--- src/rtl/lru_key_value_cache_core_assert.svh ---
// Assertion macros shared by the cache modules.
// Each macro expects the clock aclk and the active-low reset aresetn in scope.
// LKV_ASSERT is disabled while reset is asserted; LKV_ASSERT_NORST is always checked.
`ifndef LRU_KEY_VALUE_CACHE_CORE_ASSERT_SVH
`define LRU_KEY_VALUE_CACHE_CORE_ASSERT_SVH
`ifndef SYNTHESIS
`define LKV_ASSERT(label, prop, msg) \
    label: assert property (@(posedge aclk) disable iff (!aresetn) prop) else $error(msg);
`define LKV_ASSERT_NORST(label, prop, msg) \
    label: assert property (@(posedge aclk) prop) else $error(msg);
`else
`define LKV_ASSERT(label, prop, msg)
`define LKV_ASSERT_NORST(label, prop, msg)
`endif
`endif

--- src/rtl/lkv_pkg.sv ---
`timescale 1ns / 1ps

package lkv_pkg;

    // Field widths fixed by the interface.
    localparam int DATA_W = 32;
    localparam int CAP_W  = 5;

    // Capacity register value after reset.
    localparam logic [CAP_W-1:0] CAP_RESET = 5'd16;

    // Operation codes.
    localparam logic OP_GET = 1'b0;
    localparam logic OP_PUT = 1'b1;

    // Read value returned by a get that misses.
    localparam logic signed [DATA_W-1:0] MISS_VALUE = 32'hFFFF_FFFF;

    // Controller states.
    typedef enum logic [2:0] {
        ST_IDLE,
        ST_SCAN,
        ST_SCAN_DRAIN,
        ST_DECIDE,
        ST_UPDATE,
        ST_UPD_DRAIN,
        ST_FINISH
    } lkv_state_t;

    // Commands from the controller to the datapath.
    typedef struct packed {
        logic load;
        logic scan_issue;
        logic decide;
        logic upd_issue;
        logic finish;
    } lkv_cmd_t;

    // Status from the datapath to the controller.
    typedef struct packed {
        logic idx_last;
        logic need_upd;
    } lkv_sts_t;

endpackage

--- src/rtl/lkv_ctrl.sv ---
`timescale 1ns / 1ps
`include "lru_key_value_cache_core_assert.svh"

module lkv_ctrl (
    input  logic              aclk,
    input  logic              aresetn,
    input  logic              s_valid,
    output logic              s_ready,
    output logic              m_valid,
    input  logic              m_ready,
    output lkv_pkg::lkv_cmd_t cmd,
    input  lkv_pkg::lkv_sts_t sts
);

    lkv_pkg::lkv_state_t state_reg;
    lkv_pkg::lkv_state_t state_next;
    logic                m_valid_reg;
    logic                m_valid_next;
    logic                out_free;

    // The output register can take a new word when empty or being drained.
    assign out_free = !m_valid_reg || m_ready;
    assign s_ready  = (state_reg == lkv_pkg::ST_IDLE);
    assign m_valid  = m_valid_reg;

    // State and output valid registers.
    always_ff @(posedge aclk) begin
        if (!aresetn) begin
            state_reg   <= lkv_pkg::ST_IDLE;
            m_valid_reg <= 1'b0;
        end else begin
            state_reg   <= state_next;
            m_valid_reg <= m_valid_next;
        end
    end

    // Next state and datapath commands.
    always_comb begin
        state_next = state_reg;
        cmd        = '0;
        case (state_reg)
            lkv_pkg::ST_IDLE: begin
                if (s_valid) begin
                    cmd.load   = 1'b1;
                    state_next = lkv_pkg::ST_SCAN;
                end
            end
            lkv_pkg::ST_SCAN: begin
                cmd.scan_issue = 1'b1;
                if (sts.idx_last) begin
                    state_next = lkv_pkg::ST_SCAN_DRAIN;
                end
            end
            lkv_pkg::ST_SCAN_DRAIN: begin
                state_next = lkv_pkg::ST_DECIDE;
            end
            lkv_pkg::ST_DECIDE: begin
                cmd.decide = 1'b1;
                state_next = sts.need_upd ? lkv_pkg::ST_UPDATE : lkv_pkg::ST_FINISH;
            end
            lkv_pkg::ST_UPDATE: begin
                cmd.upd_issue = 1'b1;
                if (sts.idx_last) begin
                    state_next = lkv_pkg::ST_UPD_DRAIN;
                end
            end
            lkv_pkg::ST_UPD_DRAIN: begin
                state_next = lkv_pkg::ST_FINISH;
            end
            lkv_pkg::ST_FINISH: begin
                if (out_free) begin
                    cmd.finish = 1'b1;
                    state_next = lkv_pkg::ST_IDLE;
                end
            end
            default: begin
                state_next = lkv_pkg::ST_IDLE;
            end
        endcase
    end

    // The output word is valid from finish until it is taken.
    always_comb begin
        if (cmd.finish) begin
            m_valid_next = 1'b1;
        end else if (m_ready) begin
            m_valid_next = 1'b0;
        end else begin
            m_valid_next = m_valid_reg;
        end
    end

    `LKV_ASSERT(a_accept_starts_scan, (s_valid && s_ready) |=> (state_reg == lkv_pkg::ST_SCAN), "accepted word did not start a scan")
    `LKV_ASSERT(a_result_from_finish, $rose(m_valid_reg) |-> $past(state_reg == lkv_pkg::ST_FINISH), "result appeared outside finish")
    `LKV_ASSERT_NORST(a_reset_clears_out, !aresetn |=> !m_valid_reg, "reset left a result pending")

endmodule

--- src/rtl/lkv_datapath.sv ---
`timescale 1ns / 1ps
`include "lru_key_value_cache_core_assert.svh"

module lkv_datapath #(
    parameter int MAX_ENTRIES = 16
) (
    input  logic                               aclk,
    input  logic                               aresetn,
    input  lkv_pkg::lkv_cmd_t                  cmd,
    output lkv_pkg::lkv_sts_t                  sts,
    input  logic                               cfg_we,
    input  logic [lkv_pkg::CAP_W-1:0]          cfg_wdata,
    input  logic                               s_operation,
    input  logic signed [lkv_pkg::DATA_W-1:0]  s_lookup_key,
    input  logic signed [lkv_pkg::DATA_W-1:0]  s_write_value,
    output logic                               m_hit,
    output logic signed [lkv_pkg::DATA_W-1:0]  m_read_value,
    output logic                               m_evicted,
    output logic signed [lkv_pkg::DATA_W-1:0]  m_evicted_key
);

    localparam int IDX_W  = (MAX_ENTRIES > 1) ? $clog2(MAX_ENTRIES) : 1;
    localparam int RANK_W = IDX_W;
    localparam int CNT_W  = $clog2(MAX_ENTRIES + 1);
    localparam int CMP_W  = (CNT_W > lkv_pkg::CAP_W) ? CNT_W : lkv_pkg::CAP_W;
    localparam int DW     = lkv_pkg::DATA_W;

    // Entry storage; the valid bits live in flip-flops so reset clears them.
    logic [DW-1:0]     key_mem  [MAX_ENTRIES];
    logic [DW-1:0]     val_mem  [MAX_ENTRIES];
    logic [RANK_W-1:0] rank_mem [MAX_ENTRIES];
    logic [MAX_ENTRIES-1:0] valid_reg;

    logic [lkv_pkg::CAP_W-1:0] cap_reg;
    logic [CNT_W-1:0]          occ_reg;
    logic [CNT_W-1:0]          occ_next;

    // Sweep counter and the read pipeline stage behind it.
    logic [IDX_W-1:0]  idx_reg;
    logic [IDX_W-1:0]  idx_next;
    logic [IDX_W-1:0]  pidx_reg;
    logic              pscan_reg;
    logic              pupd_reg;
    logic [DW-1:0]     key_rd_reg;
    logic [DW-1:0]     val_rd_reg;
    logic [RANK_W-1:0] rank_rd_reg;
    logic [RANK_W-1:0] rank_next;

    // Request held for the duration of the operation.
    logic          op_reg;
    logic [DW-1:0] key_in_reg;
    logic [DW-1:0] val_in_reg;

    // Scan results.
    logic              found_reg;
    logic [IDX_W-1:0]  slot_reg;
    logic [DW-1:0]     hitval_reg;
    logic [RANK_W-1:0] hitrank_reg;
    logic              any_reg;
    logic [IDX_W-1:0]  lru_reg;
    logic [RANK_W-1:0] lrurank_reg;
    logic [DW-1:0]     lrukey_reg;
    logic              free_any_reg;
    logic [IDX_W-1:0]  free_reg;

    // Decision and result.
    logic             ins_mode_reg;
    logic [IDX_W-1:0] target_reg;
    logic             res_hit_reg;
    logic [DW-1:0]    res_rd_reg;
    logic             res_ev_reg;
    logic [DW-1:0]    res_evk_reg;
    logic             m_hit_reg;
    logic [DW-1:0]    m_read_value_reg;
    logic             m_evicted_reg;
    logic [DW-1:0]    m_evicted_key_reg;

    logic [CMP_W-1:0] effcap_c;
    logic             insert_c;
    logic             evict_c;
    logic [IDX_W-1:0] target_c;
    logic             pvalid_c;

    // Capacity clamped to the range 1 to MAX_ENTRIES.
    always_comb begin
        if (cap_reg == '0) begin
            effcap_c = CMP_W'(1);
        end else if (CMP_W'(cap_reg) > CMP_W'(MAX_ENTRIES)) begin
            effcap_c = CMP_W'(MAX_ENTRIES);
        end else begin
            effcap_c = CMP_W'(cap_reg);
        end
    end

    // A put miss inserts; it evicts first when occupancy has reached capacity.
    // The new entry goes to the lowest free slot, which may be the victim's.
    assign insert_c = (op_reg == lkv_pkg::OP_PUT) && !found_reg;
    assign evict_c  = insert_c && any_reg && (CMP_W'(occ_reg) >= effcap_c);
    always_comb begin
        if (found_reg) begin
            target_c = slot_reg;
        end else if (evict_c && !(free_any_reg && (free_reg < lru_reg))) begin
            target_c = lru_reg;
        end else begin
            target_c = free_reg;
        end
    end

    assign occ_next     = (insert_c && !evict_c) ? occ_reg + CNT_W'(1) : occ_reg;
    assign sts.idx_last = (idx_reg == IDX_W'(MAX_ENTRIES - 1));
    assign sts.need_upd = (op_reg == lkv_pkg::OP_PUT) || found_reg;
    assign idx_next     = sts.idx_last ? '0 : idx_reg + IDX_W'(1);
    assign pvalid_c     = valid_reg[pidx_reg];

    // Rank rewrite: the target becomes most recent, and the entries ahead of it age by one.
    always_comb begin
        if (pidx_reg == target_reg) begin
            rank_next = '0;
        end else if (pvalid_c && (ins_mode_reg || (rank_rd_reg < hitrank_reg))) begin
            rank_next = rank_rd_reg + RANK_W'(1);
        end else begin
            rank_next = rank_rd_reg;
        end
    end

    // Control registers: configuration, occupancy, valid bits and sweep pipeline.
    always_ff @(posedge aclk) begin
        if (!aresetn) begin
            cap_reg   <= lkv_pkg::CAP_RESET;
            occ_reg   <= '0;
            valid_reg <= '0;
            idx_reg   <= '0;
            pidx_reg  <= '0;
            pscan_reg <= 1'b0;
            pupd_reg  <= 1'b0;
        end else begin
            if (cfg_we) begin
                cap_reg <= cfg_wdata;
            end
            if (cmd.scan_issue || cmd.upd_issue) begin
                idx_reg <= idx_next;
            end
            pidx_reg  <= idx_reg;
            pscan_reg <= cmd.scan_issue;
            pupd_reg  <= cmd.upd_issue;
            if (cmd.decide) begin
                occ_reg <= occ_next;
                if (evict_c) begin
                    valid_reg[lru_reg] <= 1'b0;
                end
                if (insert_c) begin
                    valid_reg[target_c] <= 1'b1;
                end
            end
        end
    end

    // Key and value memories: read at the sweep index, written at decide.
    always_ff @(posedge aclk) begin
        key_rd_reg <= key_mem[idx_reg];
        if (cmd.decide && (op_reg == lkv_pkg::OP_PUT)) begin
            key_mem[target_c] <= key_in_reg;
        end
    end

    always_ff @(posedge aclk) begin
        val_rd_reg <= val_mem[idx_reg];
        if (cmd.decide && (op_reg == lkv_pkg::OP_PUT)) begin
            val_mem[target_c] <= val_in_reg;
        end
    end

    // Rank memory: read at the sweep index, rewritten one entry behind it.
    always_ff @(posedge aclk) begin
        rank_rd_reg <= rank_mem[idx_reg];
        if (pupd_reg) begin
            rank_mem[pidx_reg] <= rank_next;
        end
    end

    // Request capture and the scan for the matching, least recent and first free entries.
    always_ff @(posedge aclk) begin
        if (cmd.load) begin
            op_reg       <= s_operation;
            key_in_reg   <= s_lookup_key;
            val_in_reg   <= s_write_value;
            found_reg    <= 1'b0;
            any_reg      <= 1'b0;
            free_any_reg <= 1'b0;
        end else if (pscan_reg) begin
            if (pvalid_c && (key_rd_reg == key_in_reg)) begin
                found_reg   <= 1'b1;
                slot_reg    <= pidx_reg;
                hitval_reg  <= val_rd_reg;
                hitrank_reg <= rank_rd_reg;
            end
            if (pvalid_c && (!any_reg || (rank_rd_reg > lrurank_reg))) begin
                any_reg     <= 1'b1;
                lru_reg     <= pidx_reg;
                lrurank_reg <= rank_rd_reg;
                lrukey_reg  <= key_rd_reg;
            end
            if (!pvalid_c && !free_any_reg) begin
                free_any_reg <= 1'b1;
                free_reg     <= pidx_reg;
            end
        end
    end

    // Decision and result word.
    always_ff @(posedge aclk) begin
        if (cmd.decide) begin
            ins_mode_reg <= insert_c;
            target_reg   <= target_c;
            res_hit_reg  <= found_reg;
            if (op_reg == lkv_pkg::OP_PUT) begin
                res_rd_reg <= '0;
            end else if (found_reg) begin
                res_rd_reg <= hitval_reg;
            end else begin
                res_rd_reg <= lkv_pkg::MISS_VALUE;
            end
            res_ev_reg  <= evict_c;
            res_evk_reg <= evict_c ? lrukey_reg : '0;
        end
    end

    // Output register.
    always_ff @(posedge aclk) begin
        if (cmd.finish) begin
            m_hit_reg         <= res_hit_reg;
            m_read_value_reg  <= res_rd_reg;
            m_evicted_reg     <= res_ev_reg;
            m_evicted_key_reg <= res_evk_reg;
        end
    end

    assign m_hit         = m_hit_reg;
    assign m_read_value  = m_read_value_reg;
    assign m_evicted     = m_evicted_reg;
    assign m_evicted_key = m_evicted_key_reg;

    `LKV_ASSERT(a_occ_valid, $countones(valid_reg) == int'(occ_reg), "occupancy off")
    `LKV_ASSERT(a_occ_bound, occ_reg <= CNT_W'(MAX_ENTRIES), "occupancy past the store")
    `LKV_ASSERT(a_hit_slot, (cmd.decide && found_reg) |-> valid_reg[slot_reg], "hit slot empty")

endmodule

--- src/rtl/lru_key_value_cache_core.sv ---
`timescale 1ns / 1ps
// A get miss has its result in the output register after a single sweep of the store;
// a hit or a put needs a second sweep for the ranks.
// Words are taken one at a time; the next word is taken once the result
// is in the output register, while it still waits there. A finished result whose
// predecessor has not been taken yet holds until the output register frees up.
// Reset (aresetn low, synchronous): the store is empty, capacity is 16, no result pending.

module lru_key_value_cache_core #(
    parameter int MAX_ENTRIES = 16
) (
    input  logic                               aclk,
    input  logic                               aresetn,
    input  logic                               cfg_we,
    input  logic [lkv_pkg::CAP_W-1:0]          cfg_wdata,
    input  logic                               s_valid,
    output logic                               s_ready,
    input  logic                               s_operation,
    input  logic signed [lkv_pkg::DATA_W-1:0]  s_lookup_key,
    input  logic signed [lkv_pkg::DATA_W-1:0]  s_write_value,
    output logic                               m_valid,
    input  logic                               m_ready,
    output logic                               m_hit,
    output logic signed [lkv_pkg::DATA_W-1:0]  m_read_value,
    output logic                               m_evicted,
    output logic signed [lkv_pkg::DATA_W-1:0]  m_evicted_key
);

    lkv_pkg::lkv_cmd_t cmd;
    lkv_pkg::lkv_sts_t sts;

    // Sequencer for the scan, decide and rank update passes.
    lkv_ctrl u_ctrl (
        .aclk    (aclk),
        .aresetn (aresetn),
        .s_valid (s_valid),
        .s_ready (s_ready),
        .m_valid (m_valid),
        .m_ready (m_ready),
        .cmd     (cmd),
        .sts     (sts)
    );

    // Entry memories, recency ranks and result registers.
    lkv_datapath #(
        .MAX_ENTRIES (MAX_ENTRIES)
    ) u_datapath (
        .aclk          (aclk),
        .aresetn       (aresetn),
        .cmd           (cmd),
        .sts           (sts),
        .cfg_we        (cfg_we),
        .cfg_wdata     (cfg_wdata),
        .s_operation   (s_operation),
        .s_lookup_key  (s_lookup_key),
        .s_write_value (s_write_value),
        .m_hit         (m_hit),
        .m_read_value  (m_read_value),
        .m_evicted     (m_evicted),
        .m_evicted_key (m_evicted_key)
    );

endmodule
--- config.mk ---
export PLATFORM = sky130hd
export DESIGN_NAME = lru_key_value_cache_core
export DESIGN_NICKNAME = d
export VERILOG_FILES = /design/src/rtl/lkv_pkg.sv /design/src/rtl/lkv_ctrl.sv /design/src/rtl/lkv_datapath.sv /design/src/rtl/lru_key_value_cache_core.sv
export VERILOG_INCLUDE_DIRS = /design/src /design/src/rtl
export SDC_FILE = /design/constraint.sdc
export NUM_CORES = 1
export LEC_CHECK = 0
export BUFFER_PORTS_ARGS = -buffer_cell sky130_fd_sc_hd__buf_2
export CORE_UTILIZATION = 56
export DETAILED_ROUTE_END_ITERATION = 8
export PLACE_DENSITY = 0.83
export SYNTH_ARGS = -nofsm -noshare
export SYNTH_HDL_FRONTEND = slang
export SYNTH_HIERARCHICAL = 1
export SYNTH_SLANG_ARGS = --single-unit
--- constraint.sdc ---
create_clock -name aclk -period 7.4 [get_ports aclk]
set_clock_uncertainty 0.05 [all_clocks]
set_input_delay 0.74 -clock aclk [delete_from_list [all_inputs] [get_ports aclk]]
set_output_delay 0.74 -clock aclk [all_outputs]
set_load 0.01 [all_outputs]
* After elaboration in Yosys (flattened, before gate mapping)
Memory sizes are Yosys's and may differ from the RTL's. A register that Yosys moved wholly into a read port is not among the register bits. Index checks and enable logic that the tools add are counted.
Storage, ports and cells: register bits after elaboration 329, bits in writable memories 1088, logic and storage cells 138, memories kept 3
Operators by class: add/sub/neg operators 3, order comparisons 10, eq/ne operators 13, mux-type cells 37, bitwise operators 4, reductions and logical operators 36
Memory list:
- u_datapath.key_mem | depth 16, width 32, read ports 1, clocked after Yosys merged registers in 1, wr ports 1, RTL line lkv_datapath.sv:29 | logic [DW-1:0] key_mem [MAX_ENTRIES];
- u_datapath.val_mem | depth 16, width 32, read ports 1, clocked after Yosys merged registers in 1, wr ports 1, RTL line lkv_datapath.sv:30 | logic [DW-1:0] val_mem [MAX_ENTRIES];
- u_datapath.rank_mem | depth 16, width 4, read ports 1, clocked after Yosys merged registers in 1, wr ports 1, RTL line lkv_datapath.sv:31 | logic [RANK_W-1:0] rank_mem [MAX_ENTRIES];
Operators by type and width (number):
- 16-bit 2-to-1 mux | 4
- 32-bit equality test | 1
- 32-bit 2-to-1 mux | 1
- 3-bit case mux with 7 select lines | 1
- 4-bit 2-to-1 mux | 5
- 16-bit AND | 1
- 1-bit 2-to-1 mux | 16
- 16-bit inverter | 1
- 16-bit bitwise OR | 1
- 4-bit by 5-bit less-than comparator with 1-bit output (second input constant) | 3
- 1-bit logical AND | 13
- 3-bit 2-to-1 mux | 4
- 5-bit 2-to-1 mux | 2
- 3-bit equality test (second input constant) | 3
- 3-bit AND reduction | 3
- 4-bit by 1-bit adder with 4-bit output (second input constant) | 2
- 1-bit demux with 4-bit select | 2
- 4-bit by 1-bit >= comparator with 1-bit output (second input constant) | 2
- 4-bit less-than comparator | 2
- 2-bit AND reduction | 4
- 1-bit logical NOT | 7
- 3-bit by 2-bit equality test with 1-bit output (second input constant) | 2
- 2-bit by 1-bit inequality test with 1-bit output (second input constant) | 3
- 5-bit by 1-bit adder with 5-bit output (second input constant) | 1
- other kinds (15) | 19

* Longest topological paths before layout
Gate-level depths: netlist of run 1.
word-level depth 14, gate-level depth with buffers 14, gate-level depth less buffers 13

* Cells and area by module
Netlist of run 1, hierarchy kept.
Modules (own cells, without submodules):
- lkv_datapath | instances 1, cells an instance 2324, area an instance 54174.5 µm², seq. area each 43401.6 µm²
- lkv_ctrl | instances 1, cells an instance 34, area an instance 282.8 µm², seq. area each 80.1 µm²

* Worst setup path before layout of run 1
Ideal clock, no wire load.
path kind reg-to-reg, start register u_ctrl.state_reg[1], end memory u_datapath/key_mem[3][0] (netlist bit), enable pin, setup time 565 ps, data arrival time 7432 ps, slack -647 ps, cell stages (with the launch flop) 7, buffers on the path 2, cell sequence dfxtp_1 > clkbuf_1 > and3_1 > and2_1 > clkbuf_1 > nand3_1 > nor3_1
RTL lines:
- start, declared | RTL line lkv_ctrl.sv:15 | lkv_pkg::lkv_state_t state_reg;
- start signal, assigned | RTL line lkv_ctrl.sv:29 | state_reg <= lkv_pkg::ST_IDLE;
- start signal, assigned | RTL line lkv_ctrl.sv:32 | state_reg <= state_next;
- end, declared | RTL line lkv_datapath.sv:29

* Worst setup path in the final report of run 1
start register u_datapath/cap_reg[2] (netlist bit), end memory u_datapath/val_mem[3][10] (netlist bit), enable pin
On the way: cells in the longest elaborated chain, start to end 8, elaborated cells between the ends (all ways) 9
RTL lines:
- start, declared | RTL line lkv_datapath.sv:34 | logic [lkv_pkg::CAP_W-1:0] cap_reg;
- start signal, assigned | RTL line lkv_datapath.sv:129 | cap_reg <= lkv_pkg::CAP_RESET;
- start signal, assigned | RTL line lkv_datapath.sv:138 | cap_reg <= cfg_wdata;
- 5-bit greater-than comparator | RTL line lkv_datapath.sv:88 | end else if (CMP_W'(cap_reg) > CMP_W'(MAX_ENTRIES)) begin
- 5-bit 2-to-1 mux | RTL line lkv_datapath.sv:88
- 5-bit 2-to-1 mux (*) | RTL line lkv_datapath.sv:86 | if (cap_reg == '0) begin
- 5-bit >= comparator (*) | RTL line lkv_datapath.sv:98 | assign evict_c = insert_c && any_reg && (CMP_W'(occ_reg) >= effcap_c);
- 1-bit logical AND (*) | RTL line lkv_datapath.sv:98
- 1-bit logical AND (*) | RTL line lkv_datapath.sv:102 | end else if (evict_c && !(free_any_reg && (free_reg < lru_reg))) begin
- 4-bit 2-to-1 mux (*) | RTL line lkv_datapath.sv:102
- 4-bit 2-to-1 mux (*) | RTL line lkv_datapath.sv:100 | if (found_reg) begin
- named net u_datapath.target_c[0] | RTL line lkv_datapath.sv:81 | logic [IDX_W-1:0] target_c;
- end, declared | RTL line lkv_datapath.sv:30
Mark *: on every way through the listed nets, which the timed path passes. The rest lies on a longest branch.

==> results of run 1 <==
-- per-stage QoR --
stage / area (um^2) / utilization (%) / hold slack, ns / worst slack, ns / power, uW
after floorplan: 54460 / - / 0.3355 / 1.065 / 9826
after global routing: 61720 / 63.92 / 0.06070 / 2.127 / 17880
final: 61720 / 63.92 / 0.09628 / 2.301 / 17470
after CTS: 61720 / 63.91 / 0.05753 / 2.340 / 17550
after global placement: 56830 / 58.85 / 0.3383 / 2.607 / 9993
after detailed placement: 56830 / 58.85 / 0.3387 / 2.484 / 10020
-- power by group through the flow --
stage	clock network [uW]	logic, uW	registers, uW
CTS	7680	512	9360
global placement	0	475	9520
global route	7980	533	9360
detailed placement	0	492	9530
finish	7600	509	9360
floorplan	0	374	9450
-- layout by cell type (no fill, tap or decap), types with 4 or more instances in the layout --
cell type / instances
nand4_1: 7
buf_4: 34
clkinv_2: 28
ha_1: 18
clkinvlp_4: 4
a21o_1: 4
nor4_1: 9
nor3_1: 8
inv_1: 50
clkinv_8: 5
buf_12: 5
a21oi_1: 46
nor2_1: 36
o21ai_0: 13
clkbuf_16: 146
nor2_4: 12
clkbuf_1: 21
clkinv_1: 17
mux2i_1: 6
dfxtp_4: 4
inv_6: 7
bufinv_16: 17
buf_2: 142
nand3_1: 24
dfxtp_1: 107
a32o_1: 9
nor3_2: 5
edfxtp_1: 1374
mux4_2: 345
o21ai_1: 5
and2_1: 40
xor2_1: 40
nand2_1: 16
clkbuf_8: 15
nand2b_1: 6
-- worst max path at each step --
stage	startpoint	depth (start not counted)	endpoint
2_1_floorplan	u_ctrl/state_reg[1]	6	u_datapath/key_mem[11][0]
3_3_place_gp	u_datapath/cap_reg[1]	14	u_datapath/val_mem[3][14]
3_5_place_dp	u_datapath/cap_reg[2]	14	u_datapath/val_mem[3][12]
4_1_cts	u_datapath/cap_reg[2]	14	u_datapath/key_mem[3][30]
5_1_grt	u_datapath/cap_reg[2]	14	u_datapath/key_mem[3][30]
6_report	u_datapath/cap_reg[2]	14	u_datapath/val_mem[3][10]
-- area by class of cell --
| cell class | instances | share of cell area (%) |
|---|---|---|
| Clock buffer | 182 | 6.382 |
| Multi-Input combinational cell | 715 | 16.95 |
| Sequential cell | 1485 | 70.47 |
| Antenna cell | 1 | 0.004054 |
| Inverter | 54 | 0.3365 |
| Timing Repair Buffer | 181 | 1.727 |
| Clock inverter | 82 | 1.543 |
| Tap cell | 1276 | 2.587 |
-- kinds of logic (layout without fill, tap and decap cells) --
| kind of cell | after synthesis | count (layout) | share of synthesized area, % |
|---|---|---|---|
| DFF | 1485 | 1485 | 79.85 |
| AOI/OAI and AO/OA | 105 | 105 | 1.369 |
| muxes | 351 | 351 | 14.38 |
| xor gates and xnor gates | 42 | 42 | 0.6755 |
| buffers and inverters | 158 | 499 | 1.206 |
| adders and majority gates | 18 | 18 | 0.4136 |
| other | 0 | 1 | 0 |
| and+or+nand+nor | 199 | 199 | 2.112 |
-- per-layer routing --
layer,GRT usage [%],vias to the layer above,wire length [um]
met4,11.19,0,5461
met1,35.99,13746,46630
met2,45.12,2085,66930
met3,5.251,336,12840
met5,0,-,0
li1,-,10233,-
==> results.yml, run 1 <==
worst_hold_path:
  hp-class: "in2reg"
  hold_start: "s_write_value[7]"
  whs_endpoint: "u_datapath/val_in_reg[7]"
  holdPathStages: 1
floorplanning:
  start_util_pct: 56.39
  die_w_um: 313.8
  die_area_mm2: 0.09850
  core_mm2: 0.09657
  die_h_um: 313.8
  rows: 114
  io_pins: 143
timing:
  hold_viol: 0
  fin_setup_tns_ns: 0
  setup_viol: 0
  rsz0062_at_grt: "false"
  fmax_ghz: 0.1961
  relSlewSlack_pct: 7.483
  drv_slew: 0
  fin_crit_sh_pct: 68.91
  worstMarginPinSlew_ns: 1.388
  fin_crit_ns: 5.099
pwr:
  power_switching_uw: 3602
  comb_power_share_pct: 2.9
  seqPwrFrac_pct: 53.6
  clkPwrFrac_pct: 43.5
  p_per_area_mw_per_mm2: 283.0
  p_leak_uw: 0.01950
  p_sw_share_pct: 20.62
  ir_drop_uv: 240.8
  p_int_uw: 13870
setup_path:
  worstPathArrival_ns: 5.43
  worst_path_most_repeated_cell: "nor2_1"
  critPathMaxStageDelay_ns: 0.96
  path_max_fanout: 56
  cp_top_family: "buffers and inverters"
  critical_path.cell_chain: "nor3_1 -> nor2_1 -> nor2_1 -> ha_1 -> nor2b_1 -> o21ai_0 -> a21oi_4 -> inv_2 -> a31oi_1 -> a22o_4 -> inv_4 -> nand3_1 -> nor3_4 -> buf_4"
  ff2ff_path_depth: 14
  path_class: "reg2reg"
  regToRegStartpoint: "u_datapath/cap_reg[2]"
  critPathBufInv: 3
  regToRegSetupSlack_ns: 2.30
  critPathSlowestCell: "buf_4"
  critPathRequiredTime_ns: 7.73
  r2r_end: "u_datapath/val_mem[3][10]"
  endpoint_kind: "flop"
  critPathLaunchType: "flop"
placement:
  routabilityCongestion: 0.8764
  dp_hpwl_um: 66600
  port_buffers: 142
  dp_cells: 3711
synthesis:
  synthTopCellsByArea: "edfxtp_1 76%, mux4_2 14%, dfxtp_1 4.1%, xor2_1 0.64%, and2_1 0.47%"
  async_flop_share_pct: 0
  syn-num-nets: 2451
  ys_types: 71
  ys_seq_elements: 1485
  synthFlopType: "edfxtp_1"
  avgSynthCellArea_um2: 23.09
  yosysTopAreaCell: "edfxtp_1"
  synth_area_mm2: 0.05446
  synth_edf_count: 1374
  yosys_warnings: 6
  yosysMostFrequentCell: "edfxtp_1"
  yosysTopAreaCellShare_pct: 75.77
  synthTopCellsByCount: "1374 x edfxtp_1, 345 x mux4_2, 111 x dfxtp_1, 62 x clkbuf_1, 50 x inv_1"
  synth_seq_area_share_pct: 79.85
  syn_inst: 2358
finish:
  layout.cells.non_filler: 3976
  multi_input_area_mm2: 0.01046
  n_fill_cell: 5711
  reg_top3: "u_datapath/key_mem (512), u_datapath/val_mem (512), u_datapath/rank_mem (64)"
  seqCellArea_mm2: 0.04350
  fin_nets: 2673
  area_growth_pct: 13.34
  drive_gt1_share_pct: 29.97
drt:
  first_pass_iters: 5
  drtIter0Drc: 3647
  ant_nets: 0
  wl_per_cell_um: 33.17
  drc: 0
  drt_wl_total_um: 131900
  routed_via_density: 6.640
  num_vias: 26400
clock_tree:
  clkLatencyLatePin_ns: 0.77
  tritoncts: "done"
  post_cts_buffers: 0
  clkTransAtPathRegs_ns: 0.06
  clockRootBuffer: "clkbuf_16"
  clock_path_buffers: 3
  htree_levels: 4
  cts_sinks: 1485
  cts-resized-gates: 0
  cts_buffers: 143
  cts_hold_buf: 0
grt:
  grt_pass1_wl_um: 190600
  grt_pass1_vias: 27010
  overflow: 0
  antenna_found_initial: 3
  grt_max_degree: 107
  track_usage_pct: 27.29
job:
  drv_cap: 0
run_status:
  status: "finished clean"
Power figures use the tool's default switching activity.
==> run 2, diff against run 1 <==
- clock period: 7.4 -> 4.3 ns (I/O delays scaled with it)
==> results.yml, run 2 (synthesized netlist as in run 1, its figures left out) <==
floorplanning:
  die_w_um: 313.8
  die_h_um: 313.8
  io_pins: 143
  die_area_mm2: 0.09850
  core_mm2: 0.09657
  start_util_pct: 56.39
  rows: 114
drt:
  drc: 0
  num_vias: 27913
  met2_length_um: 67670
  drtIter0Drc: 5033
  routed_via_density: 6.810
  wl_met1_um: 50150
  route.met3.wl_um: 21660
  wl_per_cell_um: 35.08
  ant_nets: 0
  first_pass_iters: 6
  top_layer_used: "met5"
  drt_wl_total_um: 143800
grt:
  grt_pass1_vias: 27314
  track_usage_pct: 29.57
  antenna_found_initial: 24
  grt_pass1_wl_um: 203300
  grt_max_degree: 69
  overflow: 0
timing:
  setup_viol: 0
  fin_crit_ns: 4.247
  fmax_ghz: 0.2355
  drv_slew: 0
  hold_viol: 0
  worstMarginPinSlew_ns: 1.141
  rsz0062_at_grt: "false"
  relSlewSlack_pct: 23.93
  fin_crit_sh_pct: 98.76
  holdWs_ns: 0.05563
setup_path:
  path_class: "reg2reg"
  worstPathArrival_ns: 4.57
  ff2ff_path_depth: 10
  regToRegSetupSlack_ns: 0.05
  critPathLaunchType: "flop"
  path_max_fanout: 39
  r2r_end: "u_datapath/key_mem[13][18]"
  critPathRequiredTime_ns: 4.62
  endpoint_kind: "flop"
  regToRegStartpoint: "u_datapath/lru_reg[1]"
worst_hold_path:
  whs_endpoint: "u_datapath/cap_reg[2]"
  hp-class: "in2reg"
  holdPathStages: 3
  hold_start: "cfg_we"
clock_tree:
  cts_buffers: 139
  post_cts_buffers: 0
  htree_levels: 4
  clkLatencyLatePin_ns: 0.76
  clkTransAtPathRegs_ns: 0.08
  tritoncts: "done"
  clockRootBuffer: "clkbuf_16"
  cts_sinks: 1485
  clock_path_buffers: 3
placement:
  routabilityCongestion: 0.9139
  dp_hpwl_um: 80130
  port_buffers: 142
pwr:
  p_leak_uw: 0.01993
  p_per_area_mw_per_mm2: 471.7
  ir_drop_uv: 359.5
  total_power_uw: 29600
finish:
  fin_nets: 2794
  reg_top3: "u_datapath/key_mem (512), u_datapath/val_mem (512), u_datapath/rank_mem (64)"
  layout_common_cells: "1374 x edfxtp_1, 345 x mux4_2, 143 x clkbuf_16"
  n_fill_cell: 5591
  final_common_cell: "edfxtp_1"
  area_growth_pct: 15.24
  drive_gt1_share_pct: 29.53
run_status:
  status: "finished clean"
job:
  drv_cap: 0
==> run 2: cell count changes in the layout (fill, tap and decap cells not counted), sizes merged <==
cell and change:
clkbuf +11, inv -1, buf +49, dlygate4sd3 +76, clkinvlp +1, clkinv -9
bufinv -9, diode +5
==> run 2: what timing repair did <==
action                                  CTS  global route
endpoints found under the setup margin    0           244
hold buffers                             76             0
resized for setup                         0             4
hold endpoints to repair                 71             0
==> run 2: final cells by class <==
class                      instances  area (um^2)  share of cell area (%)
timing repair buffer             306         2431                   3.874
multi-input combinational        715        10470                   16.69
sequential                      1485        43500                   69.31
antenna                            6        15.01                 0.02392
inverter                          54        207.7                  0.3310
clock inverter                    64        663.1                   1.057
clock buffer                     193         3876                   6.176
tap                             1276         1597                   2.544
==> run 2: worst max path at each step <==
| stage | start | endpoint | depth (start not counted) |
|---|---|---|---|
| after floorplan | u_ctrl/state_reg[1] | u_datapath/lru_reg[0] | 6 |
| after global placement | u_datapath/cap_reg[1] | u_datapath/key_mem[15][20] | 14 |
| after detailed placement | u_datapath/lru_reg[1] | u_datapath/key_mem[15][8] | 11 |
| after CTS | u_datapath/lru_reg[1] | u_datapath/key_mem[15][7] | 11 |
| after global routing | u_datapath/lru_reg[1] | u_datapath/key_mem[13][17] | 10 |
| final | u_datapath/lru_reg[1] | u_datapath/key_mem[13][18] | 10 |
==> run 2: worst max-delay path, cell delays in order, from the launching register on <==
cell and delay (ns):
edfxtp_1 0.52, inv_1 0.15, ha_1 0.26, or3b_1 0.43, o2111ai_1 0.19, and4b_1 0.36, o21ai_1 0.13, a2bb2oi_4 0.43
nand2_1 0.46, nor2_4 0.25, buf_4 0.56
==> run 2: per-layer routing <==
layer / vias to the layer above / GRT usage [%]
li1: 10493 / -
met1: 14330 / 41.76
met5: - / 0
met3: 354 / 8.715
met2: 2712 / 45.09
met4: 24 / 9.102
==> run 2: report_power, final <==
group	internal, uW	switching (uW)	leakage (uW)
sequential	15800	240	0.0133
clock	6880	5500	0.00220
combinational	527	614	0.00444
total	23300	6350	0.0199
==> run 2: metrics by stage <==
stage / instances / utilization [%] / area, um^2 / setup TNS [ns] / setup slack (ns)
5_1_grt: 4095 / 64.98 / 62750 / 0 / 0.003231
6_report: 4099 / 64.99 / 62760 / 0 / 0.05345
3_5_place_dp: 3760 / 59.47 / 57430 / 0 / 0.3704
3_3_place_gp: 3760 / 59.47 / 57430 / 0 / 0.5534
4_1_cts: 4093 / 64.96 / 62730 / 0 / 0.07351
2_1_floorplan: 2358 / - / 54550 / -47.51 / -0.2516
